<file path="config.mk">
export PLATFORM = sky130hd
export DESIGN_NAME = entropy_recycling_path_selector_top
export DESIGN_NICKNAME = d
export VERILOG_FILES = /design/src/design/erps_pkg.sv /design/src/design/entropy_recycling_path_selector_top.sv /design/src/design/erps_in_stage.sv /design/src/design/erps_core.sv
export SDC_FILE = /design/constraint.sdc
export NUM_CORES = 1
export LEC_CHECK = 0
export BUFFER_PORTS_ARGS = -buffer_cell sky130_fd_sc_hd__clkbuf_2
export CAP_MARGIN = 15
export CORE_MARGIN = 4
export CORE_UTILIZATION = 30
export DETAILED_ROUTE_END_ITERATION = 6
export GPL_TIMING_DRIVEN = 0
export PLACE_DENSITY = 0.56
export REMOVE_ABC_BUFFERS = 1
export SLEW_MARGIN = 5
export SYNTH_ARGS = -nofsm -noshare
export SYNTH_HDL_FRONTEND = slang
export SYNTH_HIERARCHICAL = 1
export SYNTH_SLANG_ARGS = --single-unit
</file>
<file path="constraint.sdc">
create_clock -name clk_i -period 9.15 [get_ports clk_i]
set_input_delay 0.4575 -clock clk_i [delete_from_list [all_inputs] [get_ports clk_i]]
set_output_delay 0.4575 -clock clk_i [all_outputs]
set_load 0.02 [all_outputs]
</file>
<file path="src/design/erps_pkg.sv">
// Package for the entropy recycling path selector.
// Holds widths, ring geometry, opcode and register codes and the item structs.
// No dependencies; used by every module in the design folder.
`default_nettype none

package erps_pkg;

  // Ring geometry.
  localparam int RingDepth = 16;
  localparam int IdxW      = $clog2(RingDepth);
  localparam int CntW      = $clog2(RingDepth + 1);

  localparam int EntW  = 16;
  localparam int TimeW = 48;
  localparam int ToutW = 32;
  localparam int CfgW  = 32;
  localparam int CfgIdxW = 2;

  localparam int InDataW  = 136;
  localparam int OutDataW = 120;

  localparam logic [EntW-1:0]  ResetTimeout = EntW'(0);
  localparam logic [ToutW-1:0] TimeoutInit  = ToutW'(1000);

  typedef enum logic [1:0] {
    OP_SEND = 2'd0,
    OP_ACK  = 2'd1,
    OP_FAIL = 2'd2
  } op_e;

  typedef enum logic [CfgIdxW-1:0] {
    REG_EXPLORE_START = 2'd0,
    REG_BDP_PACKETS   = 2'd1,
    REG_FREEZE_TOUT   = 2'd2
  } reg_e;

  typedef struct packed {
    logic [1:0]       opcode;
    logic [TimeW-1:0] now_ns;
    logic [EntW-1:0]  fresh_entropy;
    logic [EntW-1:0]  ack_entropy;
    logic [TimeW-1:0] ack_send_time;
    logic             ack_congestion;
  } in_item_t;

  typedef struct packed {
    logic [EntW-1:0]  entropy;
    logic [TimeW-1:0] send_stamp;
    logic [TimeW-1:0] round_trip;
    logic             explored;
    logic             freezing;
  } out_item_t;

  typedef struct packed {
    logic               we;
    logic [CfgIdxW-1:0] idx;
    logic [CfgW-1:0]    data;
  } cfg_wr_t;

endpackage

`default_nettype wire

</file>
<file path="src/design/entropy_recycling_path_selector_top.sv">
// Top level of the entropy recycling path selector: stream ports and packing.
// Depends on erps_pkg, erps_in_stage and erps_core.
//
//  channel | direction | handshake               | payload
//  s_axis  | in        | s_axis_tvalid/tready    | tuser opcode, tdata event fields
//  m_axis  | out       | m_axis_tvalid/tready    | tdata result fields
//  cfg     | in        | cfg_we_i                | cfg_idx_i, cfg_wdata_i
//
// Each item passes an input register and a result register. One item per cycle
// is sustained while m_axis_tready holds, set by the single-step state update.
// Reset clears the ring to zero with all entries invalid and loads the timeout
// with 1000 ns. A stalled output holds its result while the input register
// still takes one more item.
`default_nettype none

module entropy_recycling_path_selector_top (
  input  wire                               clk_i,
  input  wire                               rst_ni,
  input  wire                               s_axis_tvalid,
  output logic                              s_axis_tready,
  // [128] ack_congestion, [127:80] ack_send_time, [79:64] ack_entropy,
  // [63:48] fresh_entropy, [47:0] now_ns, rest zero
  input  wire [erps_pkg::InDataW-1:0]       s_axis_tdata,
  // [1:0] opcode
  input  wire [1:0]                         s_axis_tuser,
  output logic                              m_axis_tvalid,
  input  wire                               m_axis_tready,
  // [113] freezing, [112] explored, [111:64] round_trip, [63:16] send_stamp,
  // [15:0] entropy, rest zero
  output logic [erps_pkg::OutDataW-1:0]     m_axis_tdata,
  input  wire                               cfg_we_i,
  input  wire [erps_pkg::CfgIdxW-1:0]       cfg_idx_i,
  input  wire [erps_pkg::CfgW-1:0]          cfg_wdata_i
);

  erps_pkg::in_item_t  in_item, core_item;
  erps_pkg::out_item_t out_item;
  erps_pkg::cfg_wr_t   cfg;
  logic                core_valid;
  logic                core_take;

  assign in_item.opcode         = s_axis_tuser;
  assign in_item.now_ns         = s_axis_tdata[47:0];
  assign in_item.fresh_entropy  = s_axis_tdata[63:48];
  assign in_item.ack_entropy    = s_axis_tdata[79:64];
  assign in_item.ack_send_time  = s_axis_tdata[127:80];
  assign in_item.ack_congestion = s_axis_tdata[128];

  assign cfg.we   = cfg_we_i;
  assign cfg.idx  = cfg_idx_i;
  assign cfg.data = cfg_wdata_i;

  erps_in_stage u_in_stage (
    .clk_i   (clk_i),
    .rst_ni  (rst_ni),
    .valid_i (s_axis_tvalid),
    .ready_o (s_axis_tready),
    .item_i  (in_item),
    .valid_o (core_valid),
    .take_i  (core_take),
    .item_o  (core_item)
  );

  erps_core u_core (
    .clk_i       (clk_i),
    .rst_ni      (rst_ni),
    .cfg_i       (cfg),
    .valid_i     (core_valid),
    .item_i      (core_item),
    .take_o      (core_take),
    .out_valid_o (m_axis_tvalid),
    .out_ready_i (m_axis_tready),
    .out_item_o  (out_item)
  );

  assign m_axis_tdata = {6'b0, out_item.freezing, out_item.explored,
                         out_item.round_trip, out_item.send_stamp, out_item.entropy};

endmodule

`default_nettype wire

</file>
<file path="src/design/erps_in_stage.sv">
// Input register stage of the entropy recycling path selector.
// Depends on erps_pkg for the input item struct.
`default_nettype none

module erps_in_stage (
  input  wire                   clk_i,
  input  wire                   rst_ni,
  input  wire                   valid_i,
  output logic                  ready_o,
  input  erps_pkg::in_item_t    item_i,
  output logic                  valid_o,
  input  wire                   take_i,
  output erps_pkg::in_item_t    item_o
);

  logic               valid_q;
  erps_pkg::in_item_t item_q;

  // The stage refills in the same cycle in which the core takes its item.
  assign ready_o = !valid_q || take_i;
  assign valid_o = valid_q;
  assign item_o  = item_q;

  always_ff @(posedge clk_i or negedge rst_ni) begin
    if (!rst_ni) begin
      valid_q <= 1'b0;
    end else if (ready_o) begin
      valid_q <= valid_i;
    end
  end

  always_ff @(posedge clk_i) begin
    if (valid_i && ready_o) begin
      item_q <= item_i;
    end
  end

endmodule

`default_nettype wire

</file>
<file path="src/design/erps_core.sv">
// Decision core: entropy ring, freeze and explore state, and the result register.
// Depends on erps_pkg for geometry, codes and item structs.
`default_nettype none

module erps_core (
  input  wire                   clk_i,
  input  wire                   rst_ni,
  input  erps_pkg::cfg_wr_t     cfg_i,
  input  wire                   valid_i,
  input  erps_pkg::in_item_t    item_i,
  output logic                  take_o,
  output logic                  out_valid_o,
  input  wire                   out_ready_i,
  output erps_pkg::out_item_t   out_item_o
);

  localparam int IdxW = erps_pkg::IdxW;
  localparam int CntW = erps_pkg::CntW;

  logic [erps_pkg::EntW-1:0]  ring_q [erps_pkg::RingDepth];
  logic [erps_pkg::RingDepth-1:0] valid_q, valid_d;
  logic [IdxW-1:0]            head_q, head_d;
  logic [CntW-1:0]            vcount_q, vcount_d;
  logic                       never_filled_q, never_filled_d;
  logic                       freeze_q, freeze_d;
  logic [erps_pkg::TimeW-1:0] exit_q, exit_d;
  logic [erps_pkg::EntW-1:0]  explore_q, explore_d;
  logic [erps_pkg::EntW-1:0]  bdp_q;
  logic [erps_pkg::ToutW-1:0] tout_q;

  logic                       out_valid_q;
  erps_pkg::out_item_t        out_q, out_d;

  logic [IdxW-1:0]            head_inc;
  logic [IdxW:0]              old_sum;
  logic [IdxW-1:0]            oldest;
  logic [IdxW-1:0]            rd_pos;
  logic [erps_pkg::EntW-1:0]  rd_ent;
  logic                       explore_now;
  logic                       ring_we;
  logic [erps_pkg::TimeW-1:0] exit_diff;

  assign take_o      = valid_i && (!out_valid_q || out_ready_i);
  assign out_valid_o = out_valid_q;
  assign out_item_o  = out_q;

  assign head_inc = (head_q == IdxW'(erps_pkg::RingDepth - 1)) ? '0 : head_q + 1'b1;

  // Oldest valid entry sits valid-count places behind the head, modulo the depth.
  assign old_sum = {1'b0, head_q} + (IdxW + 1)'(erps_pkg::RingDepth)
                   - (IdxW + 1)'(vcount_q);
  assign oldest  = (old_sum >= (IdxW + 1)'(erps_pkg::RingDepth))
                   ? IdxW'(old_sum - (IdxW + 1)'(erps_pkg::RingDepth))
                   : IdxW'(old_sum);
  assign rd_pos  = (vcount_q != '0) ? oldest : head_q;
  assign rd_ent  = ring_q[rd_pos];

  assign explore_now = never_filled_q || ((vcount_q == '0) && !freeze_q)
                       || (explore_q != '0);
  assign exit_diff   = item_i.now_ns - exit_q;

  always_comb begin
    valid_d        = valid_q;
    head_d         = head_q;
    vcount_d       = vcount_q;
    never_filled_d = never_filled_q;
    freeze_d       = freeze_q;
    exit_d         = exit_q;
    explore_d      = explore_q;
    ring_we        = 1'b0;
    out_d          = '0;

    if (take_o) begin
      case (item_i.opcode)
        erps_pkg::OP_SEND: begin
          out_d.send_stamp = item_i.now_ns;
          if (explore_now) begin
            out_d.entropy  = item_i.fresh_entropy;
            out_d.explored = 1'b1;
            if (explore_q != '0) begin
              explore_d = explore_q - 1'b1;
            end
          end else begin
            out_d.entropy = rd_ent;
            if (vcount_q != '0) begin
              valid_d[rd_pos] = 1'b0;
              vcount_d        = vcount_q - 1'b1;
            end else begin
              // Freezing with nothing valid: walk stale entries in ring order.
              head_d = head_inc;
            end
          end
        end
        erps_pkg::OP_ACK: begin
          out_d.round_trip = item_i.now_ns - item_i.ack_send_time;
          if (!item_i.ack_congestion) begin
            ring_we = 1'b1;
            if (!valid_q[head_q]) begin
              vcount_d = vcount_q + 1'b1;
            end
            valid_d[head_q] = 1'b1;
            head_d          = head_inc;
            never_filled_d  = 1'b0;
            if (freeze_q && (exit_diff != '0) && !exit_diff[erps_pkg::TimeW-1]) begin
              freeze_d  = 1'b0;
              explore_d = bdp_q;
            end
          end
        end
        erps_pkg::OP_FAIL: begin
          if (!freeze_q && (explore_q == '0)) begin
            freeze_d = 1'b1;
            exit_d   = item_i.now_ns + erps_pkg::TimeW'(tout_q);
          end
        end
        default: begin
        end
      endcase
      out_d.freezing = freeze_d;
    end

    // The user must write registers only while the block is idle; the block itself does not enforce it.
    if (cfg_i.we && (cfg_i.idx == erps_pkg::REG_EXPLORE_START)) begin
      explore_d = cfg_i.data[erps_pkg::EntW-1:0];
    end
  end

  always_ff @(posedge clk_i or negedge rst_ni) begin
    if (!rst_ni) begin
      valid_q        <= '0;
      head_q         <= '0;
      vcount_q       <= '0;
      never_filled_q <= 1'b1;
      freeze_q       <= 1'b0;
      exit_q         <= '0;
      explore_q      <= '0;
      bdp_q          <= '0;
      tout_q         <= erps_pkg::TimeoutInit;
      out_valid_q    <= 1'b0;
    end else begin
      valid_q        <= valid_d;
      head_q         <= head_d;
      vcount_q       <= vcount_d;
      never_filled_q <= never_filled_d;
      freeze_q       <= freeze_d;
      exit_q         <= exit_d;
      explore_q      <= explore_d;
      if (cfg_i.we && (cfg_i.idx == erps_pkg::REG_BDP_PACKETS)) begin
        bdp_q <= cfg_i.data[erps_pkg::EntW-1:0];
      end
      if (cfg_i.we && (cfg_i.idx == erps_pkg::REG_FREEZE_TOUT)) begin
        tout_q <= cfg_i.data[erps_pkg::ToutW-1:0];
      end
      if (take_o) begin
        out_valid_q <= 1'b1;
      end else if (out_ready_i) begin
        out_valid_q <= 1'b0;
      end
    end
  end

  // Stale entries can be reused while freezing, so the ring resets to zero.
  always_ff @(posedge clk_i or negedge rst_ni) begin
    if (!rst_ni) begin
      for (int i = 0; i < erps_pkg::RingDepth; i++) begin
        ring_q[i] <= erps_pkg::ResetTimeout;
      end
    end else if (ring_we) begin
      ring_q[head_q] <= item_i.ack_entropy;
    end
  end

  always_ff @(posedge clk_i) begin
    if (take_o) begin
      out_q <= out_d;
    end
  end

endmodule

`default_nettype wire
</file>
== Word-level counts from Yosys, hierarchy flattened ==
Index checks and enable logic that the tools add are counted.

* ROM bits: 0
* Memory bits (writable): 0
* Output and inout bits: 122
* Memories kept: 0
* Word-level logic and storage cells: 159
* Bits in latches: 0
* Register bits: 642
* Input bits: 177

* Eq/ne operators: 14
* Bitwise operators: 6
* Magnitude comparators: 8
* Multipliers: 0
* Divide/modulo/power cells: 0
* Shift operators: 0
* Reductions and logical operators: 37
* Add/subtract/negate cells: 10
* Muxes and demuxes: 46

{| class="wikitable"
|+ Operators with widths
! cell !! number
|-
| $bwmux 256 || 1
|-
| $mux 16 || 13
|-
| $sub 48x48->48 || 2
|-
| $bmux 16 s4 || 1
|-
| $demux 16 s4 || 1
|-
| $pmux 16 s2 || 2
|-
| $add 48x32->48 || 1
|-
| $reduce_bool 48->1 || 1
|-
| $mux 4 || 6
|-
| $mux 5 || 4
|-
| $and 16x16->16 || 1
|-
| $logic_not 16->1 || 1
|-
| $not 16->16 || 1
|-
| $or 16x16->16 || 1
|-
| $reduce_bool 16->1 || 1
|-
| $sub 16x1->16 const B || 1
|-
| $ge 5x5->1 const B || 3
|-
| $logic_and 1x1->1 || 12
|-
| $mux 1 || 12
|-
| $reduce_and 6->1 || 2
|-
| $lt 4x5->1 const B || 2
|-
| $not 4->5 || 2
|-
| $pmux 5 s2 || 1
|-
| $reduce_and 5->1 || 2
|-
| 28 further kinds || 47
|}

== Depth between registers and ports, before layout ==
Gate-level depths: netlist (run 1).

* Depth after elaboration: 14
* Mapped depth: 19
* Mapped depth without buffers: 18

== Hierarchy ==
The synthesis (run 1) kept the hierarchy.

{| class="wikitable"
|+ By module, submodules not included
! module !! area an instance (µm²) !! times used !! seq. area each (µm²) !! cells an instance
|-
| erps_core || 29894.9 || 1 || 13341.5 || 2954
|-
| erps_in_stage || 3987.6 || 1 || 3958.8 || 135
|-
| entropy_recycling_path_selector_top || 48.8 || 1 || 0.0 || 7
|}

== Least setup slack after synthesis (run 1) ==
Ideal clock, no wire load.

* Path kind: in2reg
* Start point: input port m_axis_tready
* End point: register u_in_stage.item_q, in the netlist u_in_stage/item_o[0], enable pin
* Required time: 8.751 ns
* Cell stages on the path: 5
* Slack: 4.193 ns
* Library setup time: 0.399 ns
* Data arrival time: 4.558 ns
* Path buffers: 0
* Path through: nand2b_1 > nand2_1 > inv_1 > nand2b_4 > and2_4

* Longest elaborated chain between the ends: 4

{| class="wikitable"
|+ RTL lines
! item !! line !! text
|-
| start: declaration || entropy_recycling_path_selector_top.sv:27 || <nowiki>input wire m_axis_tready,</nowiki>
|-
| $logic_or 1x1->1 || erps_core.sv:43 || <nowiki>assign take_o = valid_i && (!out_valid_q || out_ready_i);</nowiki>
|-
| $logic_and 1x1->1 || erps_core.sv:43 ||
|-
| net core_take || entropy_recycling_path_selector_top.sv:40 || <nowiki>logic core_take;</nowiki>
|-
| $logic_or 1x1->1 || erps_in_stage.sv:20 || <nowiki>assign ready_o = !valid_q || take_i;</nowiki>
|-
| net s_axis_tready || entropy_recycling_path_selector_top.sv:20 || <nowiki>output logic s_axis_tready,</nowiki>
|-
| $logic_and 1x1->1 || erps_in_stage.sv:33 || <nowiki>if (valid_i && ready_o) begin</nowiki>
|-
| end signal: assignment || erps_in_stage.sv:34 || <nowiki>item_q <= item_i;</nowiki>
|-
| end: declaration || erps_in_stage.sv:17 || <nowiki>erps_pkg::in_item_t item_q;</nowiki>
|}

The timed path passes the listed nets, and every way through them passes these cells.
A chain may end at the register's enable or synchronous reset.

== Final worst setup path (run 1) ==
* Start point: register u_in_stage.item_q, in the netlist u_in_stage/item_o[82]
* End point: register u_core.out_q, in the netlist u_core/out_item_o[46] (data pin)

* Longest elaborated chain between the ends: 1

{| class="wikitable"
|+ RTL lines
! item !! line !! text
|-
| $sub 48x48->48 || erps_core.sv:95 || <nowiki>out_d.round_trip = item_i.now_ns - item_i.ack_send_time;</nowiki>
|-
| end signal: assignment || erps_core.sv:175 || <nowiki>out_q <= out_d;</nowiki>
|-
| end: declaration || erps_core.sv:32 || <nowiki>erps_pkg::out_item_t out_q, out_d;</nowiki>
|}

Every way passes these cells.

==> results of run 1 <==
power by group:
part	total (uW)	switching, uW	leakage (uW)	internal [uW]
combinational	4240	2590	0.00911	1650
sequential	3780	304	0.00769	3480
clock	3160	1310	0.00126	1850
total	11200	4210	0.0181	6980
final timing paths:
check | from | to | cells after the start
max reg2reg | u_in_stage/item_o[82] | u_core/out_item_o[46] | 17
max | u_in_stage/item_o[82] | u_core/out_item_o[46] | 17
min reg2reg | u_core/exit_q[15] | u_core/exit_q[15] | 2
min in group asynchronous | rst_ni | u_core/ring_q[219] | 2
max in group asynchronous | rst_ni | u_core/tout_q[6] | 4
min | s_axis_tdata[79] | u_in_stage/item_o[64] | 1
per-stage QoR:
step	setup slack [ns]	area [sq um]	cells
finish	3.62	41600	5048
global route	3.32	41600	5044
CTS	3.61	41600	5042
detailed placement	3.59	37500	4754
global placement	-6.18	36600	4718
floorplan	1.15	33300	2933
area by class of cell:
type / instances / area (sq um)
Antenna cell: 4 / 10.0
Fill cell: 11100 / 70700
Clock inverter: 37 / 482
Sequential cell: 642 / 17300
Inverter: 150 / 573
Clock buffer: 107 / 2160
Timing Repair Buffer: 467 / 3720
Multi-Input combinational cell: 2141 / 15500
Tap cell: 1500 / 1880
critical path: stages (launching register included):
cell and delay [ns]:
edfxtp_1 0.52, inv_1 0.27, fa_1 0.23, nor2b_1 0.06, o21ai_0 0.20, a21boi_0 0.15, o21ai_0 0.25, a21boi_0 0.16
o21ai_0 0.24, a21boi_0 0.16, o21a_1 0.22, o31ai_1 0.76, a31oi_1 0.41, a41o_1 0.46, a311oi_1 0.76, o31ai_1 0.20
xnor2_1 0.17, nor2_1 0.06
placed cells by master (no fill, tap or decap), types with 20 or more instances in the layout:
cell type	n
nand3_1	33
a211oi_1	101
a31oi_1	59
and2_1	120
a21o_1	82
edfxtp_1	245
o21ai_0	121
ha_1	138
buf_16	22
a21oi_1	179
dfrtp_1	390
xor2_1	61
a311oi_1	37
xnor2_1	55
nor2_1	134
nor3_1	38
clkbuf_2	284
mux2_2	308
nand2_1	325
nor2b_1	21
o21a_1	23
nand4_1	37
dlygate4sd3_1	144
clkbuf_1	20
inv_1	148
clkbuf_16	79
layer usage:
layer  GRT usage (%)  vias up
li1                -    12000
met1            20.8    12500
met2            26.9      606
met3            2.75      124
met4            4.03        0
met5               0        -
flip-flops by register name, summed over array words and instances (netlist names), 4 cells and up:
signal / flops
u_core/valid_q: 16
u_core/bdp_q: 16
u_in_stage/item_o: 131
u_core/ring_q: 256
u_core/out_item_o: 114
u_core/explore_q: 16
u_core/tout_q: 32
u_core/vcount_q: 5
u_core/exit_q: 48
u_core/head_q: 4
cells in the mapped netlist, types with 24 or more instances:
library cell / count / share of area (%)
a31oi_1: 59 / 1.1
nor2_1: 134 / 1.5
o21ai_0: 122 / 1.8
nor3_1: 38 / 0.56
xor2_1: 61 / 1.6
inv_1: 150 / 1.7
nand3_1: 33 / 0.49
clkbuf_1: 150 / 1.7
a21oi_1: 180 / 2.7
edfxtp_1: 245 / 22
nand2_1: 325 / 3.6
a311oi_1: 37 / 0.96
dfrtp_1: 390 / 29
mux2_2: 308 / 10
xnor2_1: 56 / 1.4
and2_1: 120 / 2.2
ha_1: 140 / 5.2
a21o_1: 82 / 1.8
nand4_1: 37 / 0.68
a211oi_1: 101 / 2.2
o21a_1: 24 / 0.53
kinds of logic after synthesis:
kind of cell	count (synthesis)	share of synthesized area [%]
buffers and inverters	318	3.64
AO/OA/AOI/OAI	735	14.4
other	1	0.0111
flip-flops	642	51.0
adder cells (fa/ha/maj)	145	5.46
XOR/XNOR	117	3.02
AND/OR/NAND/NOR	811	11.5
multiplexers	327	11.0
repair_timing:
| action | in CTS | in global routing |
|---|---|---|
| setup buffers | 0 | 0 |
| hold endpoints to repair | 240 | 0 |
| hold buffers | 144 | 0 |
==> summary.txt, run 1 <==
Placement
  – # port buffers: 285
  – Gp weighted congestion: 0.887
  – Post-DP HPWL: 65.1 mm

Synth
  – Syn Inst Count: 3,096
  – Netlist Area Pre-Place: 33,900 sq um
  – Seq cells post-synth: 642
  – Sequential element share of the synthesized area: 51.0%
  – Ys flop type: dfrtp_1
  – EDFF count, synth: 245
  – FFs w/ async S/R, synth: 61.8%
  – Syn avg cell area: 11.0 sq um
  – Yosys warning count: 6
  – Synth cell types: 87

Drt
  – Via density: 5.00
  – WL met2: 46.0 mm
  – Met3 wire len: 5.06 mm
  – Pre-antenna DRT Iters: 6
  – M1 WL: 42.6 mm
  – Routed WL: 95.5 mm
  – DR iter-0 viols: 1,809
  – Total number of vias: 25,200
  – Avg WL per Cell: 18.9 microns
  – ANT nets after route: 0
  – Top Layer Used: met4
  – DRC: 0

Clocking
  – CTS tree: built
  – # H-tree levels: 3
  – Cts bufs inserted: 78
  – Reg clk slew, reported paths: 0.06 ns
  – Clk sinks: 642
  – CTS Buffer Depth: 3
  – Worst-skew pair later-pin latency: 0.67 ns
  – Root Driver: clkbuf_16
  – Post_cts resized: 0

Timing
  – Tcrit/Tclk final: 60.4%
  – Slew margin rel.: 20.3%
  – Final Critical Period: 5.53 ns
  – # setup viols final: 0
  – Max Freq: 0.181 GHz
  – Fin. max-slew vios: 0
  – Final TNS setup: 0 ns
  – Slew @ Worst Pin: 1.19 ns
  – RSZ-0062 raised after global routing: false
  – Hold Slack: 0.0469 ns
  – Final Hold Fails: 0
  – Clock skew: 0.0453 ns

Cells and area
  – Area delta synth->final: 22.7%
  – Final nets: 3,802
  – Share of cells above drive strength 1: 22.7%
  – Final core occ: 37.0%

Critical path
  – Worst EP arrival: 5.92 ns
  – R2R Setup Slk: 3.62 ns
  – CP endpoint kind: flip-flop
  – Worst setup SP type: flip-flop
  – Critical path class: reg -> reg
  – Required time of the critical path: 9.54 ns
  – Critical-path maximum fanout: 5

Floorplanning
  – Starting Density: 30.2%
  – DIE AREA: 119,000 sq um
  – Row count: 123
  – Core Box Area: 112,000 sq um
  – Chip width: 344 microns
  – Die height: 344 microns
  – Num ports: 299

Min path
  – Hold WC Path Type: in -> reg

Global routing
  – Pin count of the biggest net entering global routing: 104
  – Vias in the first global route: 25,100
  – Initial antenna violation count: 7
  – Global-route wire length before repair: 147 mm
  – Tot GR Track Use: 15.8%
  – Global route overflow: 0

Power
  – Tot Pwr: 11,200 uW
  – LEAKAGE: 0.0181 uW
  – Max VDD drop: 0.366 mV
  – Power Dens Cells: 269 nW/um^2

Status
  – Outcome: completed

Job
  – Max Cap Violations: 0
No activity file was read; power rests on OpenSTA's default activity.
==> inputs of run 2 (changes only) <==
==> constraint.sdc (replaced) <==
create_clock -name clk_i -period 5.68 [get_ports clk_i]
set_input_delay 0.284 -clock clk_i [delete_from_list [all_inputs] [get_ports clk_i]]
set_output_delay 0.284 -clock clk_i [all_outputs]
set_load 0.02 [all_outputs]
==> run 2 against run 1 <==
  * Final cell count increased by 0.42%
  * Critical path type unchanged
  * Critical path depth decreased by 2
  * Worst hold slack improved by 0.026 ns
==> summary.txt, run 2 (synthesized netlist as in run 1, its figures left out) <==
Cells and area
  – Final std cells w/o fill: 5,069 (was 5,048)
  – Most frequent cells in the layout: 390 x dfrtp_1, 325 x nand2_1, 308 x mux2_2, 284 x clkbuf_2, 245 x edfxtp_1 (unchanged)
  – Footprint of the multi-input gates: 15,500 sq um (about the same)
  – Final nets: 3,824 (was 3,802)
  – Final core occ: 37.2% (was 37.0%)
  – Share of cells above drive strength 1: 22.6% (was 22.7%)
  – FF+latch area: 17,300 sq um (unchanged)
  – Largest register FFs: 256 (unchanged)
  – Largest register by flop count: u_core/ring_q (unchanged)
  – Commonest non-fill, non-tap cell in the layout: dfrtp_1 (unchanged)
  – # fillers: 11,100 (about the same)
  – Area delta synth->final: 23.3% (was 22.7%)

Job
  – Max Cap Violations: 0 (unchanged)

Drt
  – Avg WL per Cell: 18.9 microns (about the same)
  – Via density: 5.01 (was 5.00)
  – Routed WL: 95.8 mm (was 95.5 mm)
  – Total number of vias: 25,400 (was 25,200)
  – Pre-antenna DRT Iters: 7 (was 6)
  – DRC: 0 (unchanged)
  – DR iter-0 viols: 1,753 (was 1,809)
  – ANT nets after route: 0 (unchanged)

Placement
  – DP Cell Count: 4,754 (unchanged)
  – Post-DP HPWL: 65.1 mm (unchanged)
  – # port buffers: 285 (unchanged)
  – Gp weighted congestion: 0.887 (unchanged)

Floorplanning
  – Starting Density: 30.2% (unchanged)
  – Num ports: 299 (unchanged)
  – DIE AREA: 119,000 sq um (unchanged)
  – Row count: 123 (unchanged)
  – Core Box Area: 112,000 sq um (unchanged)
  – Chip width: 344 microns (unchanged)
  – Die height: 344 microns (unchanged)

Power
  – Max VDD drop: 0.591 mV (was 0.366 mV)
  – Pint: 11,300 uW (was 6980 uW)
  – LEAKAGE: 0.0182 uW (was 0.0181 uW)
  – Clk pwr share: 28.3% (about the same)
  – Power Dens Cells: 431 nW/um^2 (was 269 nW/um^2)
  – Comb power frac: 37.9% (about the same)
  – Switching Fraction: 37.6% (about the same)
  – Sequential Power Share: 33.8% (about the same)
  – Tot Pwr: 18,000 uW (was 11,200 uW)
  – P_sw: 6780 uW (was 4210 uW)

Critical path
  – Worst EP arrival: 5.83 ns (was 5.92 ns)
  – CP endpoint kind: flip-flop (unchanged)
  – Required time of the critical path: 6.20 ns (was 9.54 ns)
  – Critical path class: reg -> reg (unchanged)
  – Critical-path maximum fanout: 17 (was 5)
  – Worst setup SP type: flip-flop (unchanged)

Timing
  – Slew @ Worst Pin: 1.20 ns (was 1.19 ns)
  – Tcrit/Tclk final: 93.4% (was 60.4%)
  – RSZ-0062 raised after global routing: false (unchanged)
  – Clock skew: 0.0436 ns (was 0.0453 ns)
  – Slew margin rel.: 19.8% (was 20.3%)
  – Fin. max-slew vios: 0 (unchanged)
  – Final Hold Fails: 0 (unchanged)
  – # setup viols final: 0 (unchanged)
  – Max Freq: 0.188 GHz (was 0.181 GHz)
  – Final Critical Period: 5.31 ns (was 5.53 ns)

Status
  – Outcome: completed (unchanged)

Global routing
  – Tot GR Track Use: 15.8% (about the same)
  – Global-route wire length before repair: 147 mm (about the same)
  – Pin count of the biggest net entering global routing: 104 (unchanged)
  – Global route overflow: 0 (unchanged)
  – Met2 Use GR: 27.1% (was 26.9%)
  – Vias in the first global route: 25,200 (was 25,100)
  – Initial antenna violation count: 6 (was 7)
  – Top Usage Layer GRT: met2 (unchanged)
  – M3 GR Usage: 2.62% (was 2.75%)
  – GRT met1 Usage: 20.9% (was 20.8%)

Clocking
  – Reg clk slew, reported paths: 0.06 ns (about the same)
  – Setup Fix Bufs, Post-CTS: 0 (unchanged)
  – Cts bufs inserted: 78 (unchanged)
  – Worst-skew pair later-pin latency: 0.66 ns (was 0.67 ns)
  – Clk sinks: 642 (unchanged)
  – CTS Buffer Depth: 3 (unchanged)
  – Root Driver: clkbuf_16 (unchanged)
  – # H-tree levels: 3 (unchanged)
  – CTS tree: built (unchanged)

Min path
  – Hold WC Path Type: in -> reg (unchanged)
-- run 2: cell type report --
cell class | count | share of cell area, %
Antenna cell | 3 | 0.0179
Clock buffer | 107 | 5.17
Sequential cell | 642 | 41.3
Clock inverter | 37 | 1.15
Multi-Input combinational cell | 2141 | 37.0
Inverter | 150 | 1.37
Tap cell | 1500 | 4.48
Timing Repair Buffer | 489 | 9.42
-- run 2: layer usage --
layer / vias up / part of all wire (%)
li1: 12100 / -
met1: 12600 / 45
met2: 656 / 48
met3: 141 / 5.1
met4: 0 / 2.0
met5: - / 0
-- run 2: final timing paths --
kind	end	cells after the start	slack, ns	from
hold / removal	u_core/bdp_q[14]	2	0.07	cfg_wdata_i[14]
max in group asynchronous	u_core/tout_q[6]	4	3.88	rst_ni
setup reg to reg	u_core/explore_q[5]	15	0.37	u_in_stage/item_o[95]
min in group asynchronous	u_core/ring_q[235]	2	0.28	rst_ni
setup / recovery	u_core/explore_q[5]	15	0.37	u_in_stage/item_o[95]
hold reg to reg	u_core/exit_q[15]	2	0.48	u_core/exit_q[15]
-- run 2: metrics by stage --
| stage | worst slack [ns] | hold WS, ns | TNS (ns) | area, sq um |
|---|---|---|---|---|
| final | 0.374 | 0.0730 | 0 | 41800 |
| after global routing | 0.00847 | 0.0291 | 0 | 41800 |
| after floorplan | -2.32 | -0.0116 | -55.58 | 33300 |
| after global placement | -9.65 | 0.461 | -2958.37 | 36600 |
| after detailed placement | 0.125 | 0.438 | 0 | 37500 |
| after CTS | 0.137 | 0.0225 | 0 | 41800 |
-- run 2: power by group through the flow --
| stage | registers [uW] | clock network (uW) | logic [uW] |
|---|---|---|---|
| 2_1_floorplan | 6130 | 0 | 3710 |
| 3_3_place_gp | 6180 | 0 | 4350 |
| 4_1_cts | 6090 | 5280 | 6850 |
| 6_report | 6090 | 5100 | 6840 |
| 5_1_grt | 6190 | 5470 | 7480 |
| 3_5_place_dp | 6180 | 0 | 6720 |
-- run 2: repair_timing --
action / CTS / global route
endpoints found under the setup margin: 0 / 3
hold buffers: 166 / 0
gates resized for setup: 0 / 1
endpoints found under the hold margin: 284 / 0
-- run 2: worst max-delay path: stages (launching register included) --
cell	delay, ns
edfxtp_1	0.50
ha_1	0.68
nand4_1	0.24
or2_2	0.34
a2111oi_0	0.42
a21oi_1	0.20
o31ai_1	0.47
xor2_1	0.17
nor4_1	0.40
nand4_1	0.16
nor4_1	0.35
a31oi_1	0.26
a31oi_4	0.36
nor2_4	0.18
a221oi_1	0.33
o31ai_2	0.10
==> inputs of run 3 (changes only) <==
--- a/config.mk
+++ b/config.mk
@@ -13,6 +13,7 @@
 export GPL_TIMING_DRIVEN = 0
 export PLACE_DENSITY = 0.56
 export REMOVE_ABC_BUFFERS = 1
+export SETUP_SLACK_MARGIN = 0.5
 export SLEW_MARGIN = 5
 export SYNTH_ARGS = -nofsm -noshare
 export SYNTH_HDL_FRONTEND = slang
==> run 3 against run 2 <==
  * Non-clock buffer count is 6 higher
  * Count of clock-buffer cells in the layout is the same
  * Core utilization rose by 0.097 points
  * Die area unchanged
  * Clock power barely moved
  * Sequential share of layout area decreased by 0.11 points
  * Combinational power is essentially flat
  * Largest cell class unchanged
  * Largest power group unchanged
==> summary.txt, run 3 (synthesized netlist as in run 1, its figures left out) <==
Drt
  – DR iter-0 viols: 1,664 (was 1,753)
  – Total number of vias: 25,300 (was 25,400)
  – Pre-antenna DRT Iters: 5 (was 7)
  – DRC: 0 (unchanged)
  – Routed WL: 95.8 mm (about the same)
  – ANT nets after route: 0 (unchanged)
  – Via density: 4.99 (was 5.01)
  – Avg WL per Cell: 18.9 microns (about the same)

Global routing
  – Global route overflow: 0 (unchanged)
  – Met2 Use GR: 27.1% (about the same)
  – Top Usage Layer GRT: met2 (unchanged)
  – GRT met1 Usage: 20.9% (about the same)
  – Global-route wire length before repair: 148 mm (was 147 mm)
  – Initial antenna violation count: 6 (unchanged)
  – Pin count of the biggest net entering global routing: 104 (unchanged)
  – M3 GR Usage: 2.62% (unchanged)
  – Tot GR Track Use: 15.9% (was 15.8%)
  – Vias in the first global route: 25,200 (about the same)

Cells and area
  – Final nets: 3,830 (was 3,824)
  – Largest register FFs: 256 (unchanged)
  – Cell area after layout: 42,000 sq um (was 41,800 sq um)
  – Share of cells above drive strength 1: 23.1% (was 22.6%)
  – Commonest non-fill, non-tap cell in the layout: dfrtp_1 (unchanged)
  – Largest register by flop count: u_core/ring_q (unchanged)
  – Most frequent cells in the layout: 390 x dfrtp_1, 325 x nand2_1, 308 x mux2_2, 284 x clkbuf_2, 245 x edfxtp_1 (unchanged)
  – Area delta synth->final: 23.6% (was 23.3%)

Critical path
  – Most Frequent Cell on Critical Path: a21oi_1
  – Required time of the critical path: 6.24 ns (was 6.20 ns)
  – Cell-by-cell trace of the critical path: ha_1, a211o_1, a21oi_1, a2111oi_0, a21oi_1, o21bai_1, a21oi_1, xnor2_1, or4_1, nor4_2, a31oi_1, a31oi_4, nor2_4, buf_4, a41o_1, o31ai_2 (was ha_1, nand4_1, or2_2, a2111oi_0, a21oi_1, o31ai_1, xor2_1, nor4_1, nand4_1, nor4_1, a31oi_1, a31oi_4, nor2_4, a221oi_1, o31ai_2)
  – R2R Setup Slk: 0.71 ns (was 0.37 ns)
  – CP max stage delay: 0.55 ns (was 0.68 ns)
  – Worst path buffer plus inverter count: 1 (was 0)
  – Critical-path maximum fanout: 10 (was 17)
  – Worst setup SP type: flip-flop (unchanged)
  – Cell with the largest stage delay on the worst path: or4_1 (was ha_1)
  – Worst EP arrival: 5.53 ns (was 5.83 ns)
  – Cell family with most CP delay: compound AO/OA/AOI/OAI gates (unchanged)
  – CP endpoint kind: flip-flop (unchanged)
  – Critical path class: reg -> reg (unchanged)

Clocking
  – CTS tree: built (unchanged)
  – # H-tree levels: 3 (unchanged)
  – CTS Buffer Depth: 3 (unchanged)
  – Cts bufs inserted: 78 (unchanged)
  – Root Driver: clkbuf_16 (unchanged)
  – Reg clk slew, reported paths: 0.06 ns (about the same)
  – Worst-skew pair later-pin latency: 0.67 ns (was 0.66 ns)
  – Clk sinks: 642 (unchanged)

Timing
  – Slew margin rel.: 20.5% (was 19.8%)
  – Hold Slack: 0.0784 ns (was 0.0730 ns)
  – Clock skew: 0.0477 ns (was 0.0436 ns)
  – # setup viols final: 0 (unchanged)
  – Slew @ Worst Pin: 1.19 ns (was 1.20 ns)
  – Fin. max-slew vios: 0 (unchanged)
  – RSZ-0062 raised after global routing: true (was false)
  – Tcrit/Tclk final: 87.5% (was 93.4%)
  – Final Critical Period: 4.97 ns (was 5.31 ns)
  – PnR worst setup slack: 0.709 ns (was 0.374 ns)
  – Final Hold Fails: 0 (unchanged)
  – Max Freq: 0.201 GHz (was 0.188 GHz)

Status
  – Outcome: completed (unchanged)

Power
  – Sequential Power Share: 33.8% (about the same)
  – Clk pwr share: 28.3% (about the same)
  – P_sw: 6780 uW (about the same)
  – Pint: 11,300 uW (about the same)
  – LEAKAGE: 0.0182 uW (about the same)
  – Tot Pwr: 18,000 uW (about the same)
  – Comb power frac: 38.0% (was 37.9%)
  – Switching Fraction: 37.6% (about the same)
  – Power Dens Cells: 430 nW/um^2 (was 431 nW/um^2)
  – Max VDD drop: 0.587 mV (was 0.591 mV)

Floorplanning
  – DIE AREA: 119,000 sq um (unchanged)
  – Row count: 123 (unchanged)
  – Core Box Area: 112,000 sq um (unchanged)
  – Chip width: 344 microns (unchanged)
  – Num ports: 299 (unchanged)
  – Die height: 344 microns (unchanged)
  – Starting Density: 30.2% (unchanged)

Placement
  – Gp weighted congestion: 0.887 (unchanged)
  – # port buffers: 285 (unchanged)
  – Placed cell area: 37,500 sq um (unchanged)
  – Pre-CTS WS: 0.125 ns (unchanged)
  – Post-DP HPWL: 65.1 mm (unchanged)

Min path
  – Hold WC Path Type: in -> reg (unchanged)

Job
  – Max Cap Violations: 0 (unchanged)
==> run 3: final timing paths <==
| check | depth (start not counted) | startpoint | to |
|---|---|---|---|
| setup reg to reg | 16 | u_in_stage/item_o[92] | u_core/explore_q[5] |
| hold reg to reg | 2 | u_core/exit_q[15] | u_core/exit_q[15] |
| min in group asynchronous | 2 | rst_ni | u_core/ring_q[235] |
| setup / recovery | 16 | u_in_stage/item_o[92] | u_core/explore_q[5] |
| hold / removal | 2 | cfg_wdata_i[14] | u_core/bdp_q[14] |
| max in group asynchronous | 4 | rst_ni | u_core/tout_q[6] |
==> run 3: cell type report <==
cell class	count	area [sq um]
repair buffers	495	3990
clock inverters	37	482
inverters	150	573
well taps	1500	1880
fillers	11100	70400
diodes	3	7.51
clock buffers	107	2160
multi-input cells	2141	15600
flip-flops and latches	642	17300
==> run 3: through the flow <==
stage	util [%]	setup TNS [ns]	instances
2_1_floorplan	-	-55.58	2933
5_1_grt	37.3	0	5072
3_5_place_dp	33.4	0	4754
4_1_cts	37.2	0	5068
3_3_place_gp	32.6	-2958.37	4718
6_report	37.3	0	5075
==> run 3: metal layers <==
metal | wire length (microns) | vias to the layer above
li1 | - | 12100
met1 | 43000 | 12500
met2 | 46200 | 589
met3 | 4800 | 130
met4 | 1890 | 0
met5 | 0 | -
==> run 3: worst register-to-register path, cell delays in order, from the launching register on <==
cell	delay, ns
edfxtp_1	0.49
ha_1	0.46
a211o_1	0.35
a21oi_1	0.51
a2111oi_0	0.23
a21oi_1	0.36
o21bai_1	0.16
a21oi_1	0.21
xnor2_1	0.08
or4_1	0.55
nor4_2	0.23
a31oi_1	0.22
a31oi_4	0.36
nor2_4	0.06
buf_4	0.18
a41o_1	0.26
o31ai_2	0.18
==> run 3: power by group through the flow <==
| stage | logic (uW) | clock network [uW] | registers [uW] |
|---|---|---|---|
| final | 6850 | 5100 | 6090 |
| after global routing | 7490 | 5470 | 6190 |
| after CTS | 6850 | 5280 | 6090 |
| after detailed placement | 6720 | 0 | 6180 |
| after global placement | 4350 | 0 | 6180 |
| after floorplan | 3710 | 0 | 6130 |
==> run 3: timing repair <==
item | in CTS | in global routing
setup endpoints to repair | 14 | 24
hold buffers | 166 | 0
endpoints found under the hold margin | 284 | 0
resized for setup | 3 | 11
pin swaps | 1 | 2
setup buffers | 4 | 2
